$ cat src/rtl/core/mbc1bm_pkg.sv
package mbc1bm_pkg;

  typedef enum logic [1:0] {
    KIND_NONE      = 2'd0,
    KIND_ROM_READ  = 2'd1,
    KIND_RAM_READ  = 2'd2,
    KIND_RAM_WRITE = 2'd3
  } access_kind_t;

  typedef enum logic [1:0] {
    RAM_NONE   = 2'd0,
    RAM_2K     = 2'd1,
    RAM_8K     = 2'd2,
    RAM_32K    = 2'd3
  } ram_kind_t;

  typedef enum logic {
    REG_ROM_BANKS_LOG2 = 1'b0,
    REG_RAM_KIND       = 1'b1
  } cfg_reg_t;

  // address[15:13] regions, write and read views share codes
  typedef logic [2:0] region_t;

  localparam region_t REGION_RAM_ENABLE = 3'd0;
  localparam region_t REGION_ROM_BANK   = 3'd1;
  localparam region_t REGION_UPPER_BANK = 3'd2;
  localparam region_t REGION_MODE       = 3'd3;
  localparam region_t REGION_SWITCH_LO  = 3'd2;
  localparam region_t REGION_SWITCH_HI  = 3'd3;
  localparam region_t REGION_VIDEO      = 3'd4;
  localparam region_t REGION_EXT_RAM    = 3'd5;

  localparam int unsigned ADDR_W    = 16;
  localparam int unsigned BYTE_W    = 8;
  localparam int unsigned MAPPED_W  = 21;
  localparam int unsigned BANK_W    = 7;
  localparam int unsigned LOW5_W    = 5;
  localparam int unsigned OFFSET_W  = 14;
  localparam int unsigned LOG2_W    = 3;
  localparam int unsigned S_TDATA_W = 24;
  localparam int unsigned M_TDATA_W = 32;

  localparam logic [3:0] RAM_ENABLE_KEY = 4'hA;

endpackage

$ cat src/rtl/core/mbc1_bank_mapper.sv
// MBC1-style bank controller: translates CPU bus accesses to ROM/RAM addresses.
// s_axis: one access per beat; tuser = req_type (0 read, 1 write),
//   tdata = bus_address [15:0], write_byte [23:16].
// m_axis: one translated access per input beat; tuser = access_kind
//   (0 none/open bus, 1 ROM read, 2 RAM read, 3 RAM write),
//   tdata = mapped_address [20:0], ram_write_byte [28:21].
// cfg: register writes, index 0 rom_banks_log2, index 1 ram_kind; always ready.
//   write config only while no access is in flight.
// The output beat is registered and appears in the cycle after the input beat; throughput
// is one beat per cycle while the output is not stalled, limited by the single output register.
// Writes below 0x8000 update the bank registers at the accepting edge, so the
// next beat already sees the new mapping.
// Reset (rst, synchronous) empties the output register and restores bank 1,
// RAM disabled, mode 0, two ROM banks and no RAM.
// When m_axis_tready is low the result holds and s_axis_tready drops; a new
// beat is still taken in the cycle the held result leaves.
module mbc1_bank_mapper #(
  parameter int unsigned MAX_ROM_BANKS = 128
) (
  input  logic        clk,
  input  logic        rst,
  input  logic        s_axis_tvalid,
  output logic        s_axis_tready,
  input  logic [23:0] s_axis_tdata,  // bus_address, write_byte
  input  logic        s_axis_tuser,  // req_type
  output logic        m_axis_tvalid,
  input  logic        m_axis_tready,
  output logic [31:0] m_axis_tdata,  // mapped_address, ram_write_byte, zero pad
  output logic [1:0]  m_axis_tuser,  // access_kind
  input  logic        cfg_valid,
  output logic        cfg_ready,
  input  logic        cfg_index,
  input  logic [2:0]  cfg_data
);
  import mbc1bm_pkg::*;

  localparam int unsigned CountW = 8;

  logic [LOG2_W-1:0] rom_banks_log2;
  ram_kind_t         ram_kind;
  logic              ram_enabled;
  logic [LOW5_W-1:0] rom_bank_low5;
  logic [1:0]        upper_bank_bits;
  logic              banking_mode;

  logic [ADDR_W-1:0] bus_address;
  logic [BYTE_W-1:0] write_byte;
  logic              is_write;
  logic              accept;
  region_t           region;

  logic [LOG2_W-1:0] log2_eff;
  logic [CountW-1:0] bank_count;
  logic [CountW-1:0] bank_mask;
  logic [BANK_W-1:0] zero_region_bank;
  logic [BANK_W-1:0] switch_region_bank;
  logic [LOW5_W-1:0] low5_next;

  logic              ram_hit;
  logic [MAPPED_W-1:0] ram_address;
  access_kind_t      kind_next;
  logic [MAPPED_W-1:0] mapped_next;
  logic [BYTE_W-1:0] wbyte_next;

  access_kind_t      access_kind;
  logic [MAPPED_W-1:0] mapped_address;
  logic [BYTE_W-1:0] ram_write_byte;

  assign bus_address   = s_axis_tdata[ADDR_W-1:0];
  assign write_byte    = s_axis_tdata[ADDR_W +: BYTE_W];
  assign is_write      = s_axis_tuser;
  assign region        = region_t'(bus_address[ADDR_W-1 -: 3]);
  assign s_axis_tready = !m_axis_tvalid || m_axis_tready;
  assign accept        = s_axis_tvalid && s_axis_tready;
  assign cfg_ready     = 1'b1;

  // bank count and derived banks
  always_comb begin
    log2_eff = (rom_banks_log2 == '0) ? LOG2_W'(1) : rom_banks_log2;
    bank_count = CountW'(1) << log2_eff;
    if (bank_count > CountW'(MAX_ROM_BANKS)) begin
      bank_count = CountW'(MAX_ROM_BANKS);
    end
    bank_mask = bank_count - CountW'(1);
    switch_region_bank = {upper_bank_bits, rom_bank_low5} & bank_mask[BANK_W-1:0];
    zero_region_bank   = {upper_bank_bits, LOW5_W'(0)} & bank_mask[BANK_W-1:0];
    low5_next = write_byte[LOW5_W-1:0];
    if (low5_next == '0) begin
      low5_next = LOW5_W'(1);
    end
  end

  // external RAM mapping
  always_comb begin
    ram_hit     = ram_enabled;
    ram_address = '0;
    case (ram_kind)
      RAM_2K:  ram_address = MAPPED_W'(bus_address[10:0]);
      RAM_8K:  ram_address = MAPPED_W'(bus_address[12:0]);
      RAM_32K: begin
        if (banking_mode) begin
          ram_address = MAPPED_W'({upper_bank_bits, bus_address[12:0]});
        end else begin
          ram_address = MAPPED_W'(bus_address[12:0]);
        end
      end
      default: ram_hit = 1'b0;
    endcase
  end

  // result of the current beat
  always_comb begin
    kind_next   = KIND_NONE;
    mapped_next = '0;
    wbyte_next  = '0;
    if (is_write) begin
      if (region == REGION_EXT_RAM && ram_hit) begin
        kind_next   = KIND_RAM_WRITE;
        mapped_next = ram_address;
        wbyte_next  = write_byte;
      end
    end else begin
      case (region)
        REGION_RAM_ENABLE, REGION_ROM_BANK: begin
          kind_next = KIND_ROM_READ;
          if (banking_mode) begin
            mapped_next = {zero_region_bank, bus_address[OFFSET_W-1:0]};
          end else begin
            mapped_next = MAPPED_W'(bus_address);
          end
        end
        REGION_SWITCH_LO, REGION_SWITCH_HI: begin
          kind_next   = KIND_ROM_READ;
          mapped_next = {switch_region_bank, bus_address[OFFSET_W-1:0]};
        end
        REGION_EXT_RAM: begin
          if (ram_hit) begin
            kind_next   = KIND_RAM_READ;
            mapped_next = ram_address;
          end
        end
        default: kind_next = KIND_NONE;
      endcase
    end
  end

  always_ff @(posedge clk) begin
    if (rst) begin
      rom_banks_log2  <= LOG2_W'(1);
      ram_kind        <= RAM_NONE;
      ram_enabled     <= 1'b0;
      rom_bank_low5   <= LOW5_W'(1);
      upper_bank_bits <= '0;
      banking_mode    <= 1'b0;
      m_axis_tvalid   <= 1'b0;
    end else begin
      if (cfg_valid && cfg_ready) begin
        case (cfg_reg_t'(cfg_index))
          REG_ROM_BANKS_LOG2: rom_banks_log2 <= cfg_data;
          REG_RAM_KIND:       ram_kind <= ram_kind_t'(cfg_data[1:0]);
          default:            ram_kind <= ram_kind;
        endcase
      end
      if (accept && is_write) begin
        case (region)
          REGION_RAM_ENABLE: ram_enabled <= (write_byte[3:0] == RAM_ENABLE_KEY);
          REGION_ROM_BANK:   rom_bank_low5 <= low5_next;
          REGION_UPPER_BANK: upper_bank_bits <= write_byte[1:0];
          REGION_MODE:       banking_mode <= write_byte[0];
          default:           banking_mode <= banking_mode;
        endcase
      end
      if (accept) begin
        m_axis_tvalid <= 1'b1;
      end else if (m_axis_tready) begin
        m_axis_tvalid <= 1'b0;
      end
    end
  end

  always_ff @(posedge clk) begin
    if (accept) begin
      access_kind    <= kind_next;
      mapped_address <= mapped_next;
      ram_write_byte <= wbyte_next;
    end
  end

  assign m_axis_tuser = access_kind;
  assign m_axis_tdata = {{(M_TDATA_W - MAPPED_W - BYTE_W){1'b0}}, ram_write_byte,
                         mapped_address};

endmodule

$ cat config.mk
export PLATFORM = sky130hd
export DESIGN_NAME = mbc1_bank_mapper
export DESIGN_NICKNAME = d
export VERILOG_FILES = /design/src/rtl/core/mbc1bm_pkg.sv /design/src/rtl/core/mbc1_bank_mapper.sv
export SDC_FILE = /design/constraint.sdc
export NUM_CORES = 1
export LEC_CHECK = 0
export ABC_AREA = 0
export BUFFER_PORTS_ARGS = -buffer_cell sky130_fd_sc_hd__buf_4
export CAP_MARGIN = 10
export CORE_MARGIN = 8
export CORE_UTILIZATION = 35
export DETAILED_ROUTE_END_ITERATION = 8
export PLACE_DENSITY = 0.68
export SLEW_MARGIN = 20
export SYNTH_ARGS = -nofsm -noshare
export SYNTH_HDL_FRONTEND = slang
export SYNTH_SLANG_ARGS = --single-unit
$ cat constraint.sdc
create_clock -name clk -period 2.6 [get_ports clk]
set_clock_uncertainty 0.1 [all_clocks]
set_input_delay 0.52 -clock clk [delete_from_list [all_inputs] [get_ports clk]]
set_output_delay 0.52 -clock clk [all_outputs]
set_load 0.005 [all_outputs]
==> impl_metrics.env, run 1 <==
export IMPL_drc=0
export IMPL_period_needed_ns=1.67
export IMPL_status="complete, no violations"
export IMPL_rows=27
export IMPL_synth_edf_count=31
export IMPL_hold_violations=0
export IMPL_cp_data_required_time_ns=1.98
export IMPL_netSwitchingPower_uw=314
export IMPL_dp_hpwl_um=3500
export IMPL_die_area_um2=8480
export IMPL_antenna_found_initial=0
export IMPL_yosysUniqueCellTypes=41
export IMPL_setup_viol_count_final=0
export IMPL_grt_max_degree=26
export IMPL_port_buffers=66
export IMPL_synth_warnings=0
export IMPL_n_fill_cell=526
export IMPL_tns_ns=0
export IMPL_hp_class="in -> reg"
export IMPL_ys_seq_elements=46
export IMPL_clkLatencyLatePin_ns=0.30
export IMPL_clk_pin_slew_ns=0.08
export IMPL_cap_violations=0
export IMPL_drt_wl_total_um=4480
export IMPL_slew_violations=0
export IMPL_die_h_um=92.1
export IMPL_clkSinkCount=46
export IMPL_drt_iter0_drc=64
export IMPL_cts_tree="yes"
export IMPL_gp_congestion=0.810
export IMPL_vias_per_cell=4.55
export IMPL_grt_pass1_wl_um=7340
export IMPL_ctsResizeCount=0
export IMPL_cts_setup_buffers=0
export IMPL_max_freq_mhz=598
export IMPL_final_core_util_pct=48.0
export IMPL_numCtsBuffers=5
export IMPL_async_flop_share_pct=0
export IMPL_cts_path_max_buffers=2
export IMPL_antenna_cells=0
export IMPL_yosysSeqAreaShare_pct=60.7
export IMPL_die_w_um=92.1
export IMPL_crit_arrival_ns=1.05
export IMPL_clkPwrFrac_pct=29.5
export IMPL_crit_type="in -> out"
export IMPL_p_per_area_nw_per_um2=529
export IMPL_internal_power_uw=1090
export IMPL_route_vias_total=1371
export IMPL_ff_latch_area_um2=1230
export IMPL_ant_nets=0
export IMPL_tightestPinTransition_ns=0.566
export IMPL_slew_headroom_pct=62.0
export IMPL_syn2layout_area_growth_pct=31.1
export IMPL_p_leak_uw=0.00114
export IMPL_grt_use_total_pct=10.8
export IMPL_endpoint_kind="output pin"
export IMPL_synthCells=160
export IMPL_drt_wirelength_per_cell_um=14.9
export IMPL_irDropWorstVdd_mv=0.221
export IMPL_ctsHoldBuffers=0
export IMPL_drive_above_1_share_pct=34.9
export IMPL_pin_count=71
export IMPL_grt_pass1_vias=1491
export IMPL_h_tree_depth=2
export IMPL_avgSynthCellArea_um2=12.7
export IMPL_crit_fanout=8
export IMPL_initial_core_util_pct=36.6
export IMPL_overflow=0
export IMPL_final_net_count=263
export IMPL_core_um2=5540
export IMPL_first_pass_iters=4
export IMPL_seqPwrFrac_pct=59.0
export IMPL_swShare_pct=22.3
export IMPL_multi_input_area_um2=736
export IMPL_ys_flop_type="edfxtp_1"
export IMPL_cts_root_buf="clkbuf_8"
export IMPL_period_share_pct=64.3
export IMPL_start_kind="input pin"
export IMPL_combPwrFrac_pct=11.5
export IMPL_netlist_area_um2=2030
export IMPL_rsz0062_at_grt="no"
area by class of cell:
type                       count  share of cell area, %
multi-input combinational    107                   27.7
inverter                       1                  0.141
clock inverter                 2                  0.330
sequential                    46                   46.3
tap                           72                   3.39
clock buffer                   6                   2.73
timing repair buffer          67                   19.4
path summary, 6_finish.rpt:
path	from	endpoint	slack (ns)	cells after the start
worst max-delay path	m_axis_tready	s_axis_tready	0.93	3
worst min-delay path	cfg_data[0]	rom_banks_log2[0]	0.34	2
worst min register to register	rom_bank_low5[1]	rom_bank_low5[1]	0.39	2
worst max register to register	m_axis_tvalid	ram_write_byte[6]	1.04	3
cell usage after synthesis (2+ instances only):
| library cell | number | area (um^2) |
|---|---|---|
| or2b_1 | 6 | 45.0 |
| and3_1 | 3 | 18.8 |
| a21boi_0 | 2 | 15.0 |
| nand3_1 | 4 | 20.0 |
| and4_1 | 2 | 17.5 |
| and2_1 | 22 | 138 |
| nor2b_1 | 2 | 12.5 |
| nand2_1 | 5 | 18.8 |
| mux2i_1 | 11 | 110 |
| edfxtp_1 | 31 | 931 |
| dfxtp_1 | 15 | 300 |
| or2_2 | 2 | 12.5 |
| nor2_1 | 8 | 30.0 |
| buf_4 | 7 | 52.6 |
| nand4_1 | 4 | 25.0 |
| nand2b_1 | 8 | 50.1 |
| a21oi_1 | 3 | 15.0 |
| conb_1 | 2 | 7.51 |
cell families (layout without fill, tap and decap cells):
logic type,Yosys count,count (layout),synth area share [%]
muxes,11,11,5.43
other,2,5,0.371
xor gates and xnor gates,1,1,0.432
AOI/OAI and AO/OA,11,11,3.76
DFF,46,46,60.7
buffers and inverters,10,76,3.52
and+or+nand+nor,78,78,25.1
adders and majority gates,1,1,0.617
power groups by stage:
stage                     Clock (uW)  Combinational (uW)  Sequential (uW)
after floorplan                    0                61.5              846
after global placement             0                 162              845
after detailed placement           0                 164              846
after CTS                        426                 164              829
after global routing             457                 179              832
final                            414                 162              829
layout by cell type (no fill, tap or decap), types with 2 or more instances in the layout:
cell type   n
and3_1      3
a21oi_1     3
clkbuf_8    5
and2_1     22
dfxtp_1    15
mux2i_1    11
or2b_1      6
a21boi_0    2
nand4_1     4
nand3_1     4
nor2_1      8
nand2b_1    8
and4_1      2
edfxtp_1   31
nor2b_1     2
conb_1      5
nand2_1     5
buf_4      66
or2_2       2
metrics by stage:
step	std cells	hold slack, ns	power, uW	worst slack [ns]	instance area (um^2)
floorplan	163	0.348	907	0.590	2040
global placement	293	0.370	1010	0.737	2580
detailed placement	293	0.383	1010	0.723	2580
CTS	301	0.341	1420	0.935	2660
global route	301	0.343	1470	0.914	2660
finish	301	0.341	1400	0.928	2660
metal layers:
metal  vias up  global-route usage, %  wire, um  part of all wire [%]
met4         0                   2.82        42                  0.94
met5         -                      0         0                     0
met2        53                   17.6      2080                    46
met1       624                   12.6      1980                    44
li1        689                      -         -                     -
met3         5                   4.97       375                   8.4
state kept, by name, summed over array words and instances (netlist names):
| name | flops |
|---|---|
| ram_write_byte | 8 |
| rom_bank_low5 | 5 |
| banking_mode | 1 |
| upper_bank_bits | 2 |
| m_axis_tuser | 2 |
| rom_banks_log2 | 3 |
| mapped_address | 21 |
| ram_kind | 2 |
| ram_enabled | 1 |
| m_axis_tvalid | 1 |
worst max-delay path, cell delays in order:
cell and delay [ns]:
buf_4 0.10, nand2b_1 0.24, buf_4 0.19
Note: power is estimated with default switching activity, not from simulation.
==> run 2: changes to the inputs <==
==> constraint.sdc (replaced) <==
create_clock -name clk -period 1.55 [get_ports clk]
set_clock_uncertainty 0.1 [all_clocks]
set_input_delay 0.31 -clock clk [delete_from_list [all_inputs] [get_ports clk]]
set_output_delay 0.31 -clock clk [all_outputs]
set_load 0.005 [all_outputs]
==> run 2 against run 1 <==
- design area grew 1.8%
- flip-flop and latch count is the same
- via count grew 3.6%
- first-iteration DRC count shrank 27%
- total power grew 70%
- critical path type is now reg -> reg
==> impl_metrics.env, run 2 (same netlist as run 1, synthesis figures left out) <==
export IMPL_drt_wl_total_um=4390
export IMPL_largest_register="mapped_address"
export IMPL_top_layer_used="met4"
export IMPL_clkLatencyLatePin_ns=0.30
export IMPL_slowest_stage="dfxtp_1"
export IMPL_layout_commonest_cell="buf_4"
export IMPL_clk_pin_slew_ns=0.09
export IMPL_reg_top3="mapped_address: 21 flops, ram_write_byte: 8 flops, rom_bank_low5: 5 flops"
export IMPL_die_h_um=92.1
export IMPL_clkSinkCount=46
export IMPL_ctsHoldBuffers=0
export IMPL_final_area_um2=2710
export IMPL_grt_max_degree=32
export IMPL_pin_count=71
export IMPL_status="complete, no violations"
export IMPL_antenna_cells=0
export IMPL_overflow=0
export IMPL_wl_met3_um=405
export IMPL_irDropWorstVdd_mv=0.320
export IMPL_path_cells="or2_2 > ha_1 > xor2_1 > and3_1"
export IMPL_period_needed_ns=1.46
export IMPL_die_area_um2=8480
export IMPL_cap_violations=0
export IMPL_wl_met2_um=2070
export IMPL_rsz0062_at_grt="no"
export IMPL_crit_type="reg -> reg"
export IMPL_grt_pass1_wl_um=7160
export IMPL_crit_fanout=2
export IMPL_final_cell_mix="buf_4 (73), edfxtp_1 (31), and2_1 (21)"
export IMPL_endpoint_kind="register"
export IMPL_period_share_pct=94.3
export IMPL_core_um2=5540
export IMPL_cpLargestDelayFamily="simple AND/OR/NAND/NOR gates"
export IMPL_finalPower_uw=2390
export IMPL_start_kind="register"
export IMPL_tns_ns=0
export IMPL_p_leak_uw=0.00117
export IMPL_p_per_area_nw_per_um2=884
export IMPL_hold_slack_ns=0.123
export IMPL_cts_root_buf="clkbuf_8"
export IMPL_h_tree_depth=2
export IMPL_rows=27
export IMPL_gp_congestion=0.760
export IMPL_path_buf_inv=0
export IMPL_grt_pass1_vias=1508
export IMPL_drt_wirelength_per_cell_um=14.3
export IMPL_initial_core_util_pct=36.6
export IMPL_slowest_delay_ns=0.32
export IMPL_route_vias_total=1420
export IMPL_setup_viol_count_final=0
export IMPL_wl_met1_um=1870
export IMPL_grt_use_total_pct=10.6
export IMPL_vias_per_cell=4.63
export IMPL_max_freq_mhz=684
export IMPL_drive_above_1_share_pct=38.3
export IMPL_numCtsBuffers=5
export IMPL_dp_hpwl_um=3470
export IMPL_hold_violations=0
export IMPL_cts_tree="yes"
export IMPL_dp_cells=299
export IMPL_crit_arrival_ns=1.42
export IMPL_cp_data_required_time_ns=1.51
export IMPL_port_buffers=66
export IMPL_cts_path_max_buffers=2
export IMPL_drc=0
export IMPL_layout_cells_non_filler=307
export IMPL_first_pass_iters=4
export IMPL_slew_violations=0
export IMPL_antenna_found_initial=0
export IMPL_hp_class="in -> reg"
export IMPL_final_net_count=269
export IMPL_largest_reg_flops=21
export IMPL_drt_iter0_drc=47
export IMPL_placed_area_um2=2610
export IMPL_syn2layout_area_growth_pct=33.5
export IMPL_ant_nets=0
export IMPL_die_w_um=92.1
==> run 2: path summary, 6_finish.rpt <==
check,start,cells past startpoint,to,slack [ns]
min reg2reg,upper_bank_bits[1],2,upper_bank_bits[1],0.39
min,cfg_data[0],2,rom_banks_log2[0],0.12
max,rom_banks_log2[1],4,mapped_address[16],0.09
max reg2reg,rom_banks_log2[1],4,mapped_address[16],0.09
==> run 2: report_power, final <==
part	internal (uW)	switching, uW
logic	160	124
clock network	317	407
registers	1360	17.5
total	1840	548
==> run 2: cell type report <==
cell class                 count  area [um^2]
inverter                       1         3.75
timing repair buffer          73          548
tap                           72         90.1
clock inverter                 3         21.3
sequential                    46         1230
clock buffer                   5         68.8
multi-input combinational    107          742
fill                         519         2840
==> run 2: repair_timing <==
action,4_1_cts,5_1_grt
gates resized for setup,0,2
setup endpoints to repair,0,42
setup buffers,0,0
==> run 2: metal layers <==
metal  global-route usage (%)  vias up
met4                     3.22        0
met3                     5.13        5
met5                        0        -
li1                         -      700
met2                     16.7       52
met1                     12.4      663
==> run 2: metrics by stage <==
stage,setup WS [ns],util [%]
2_1_floorplan,0.0699,-
3_3_place_gp,-0.0431,47.1
3_5_place_dp,-0.0497,47.1
4_1_cts,0.0577,48.7
5_1_grt,0.0521,48.8
6_report,0.0878,48.8
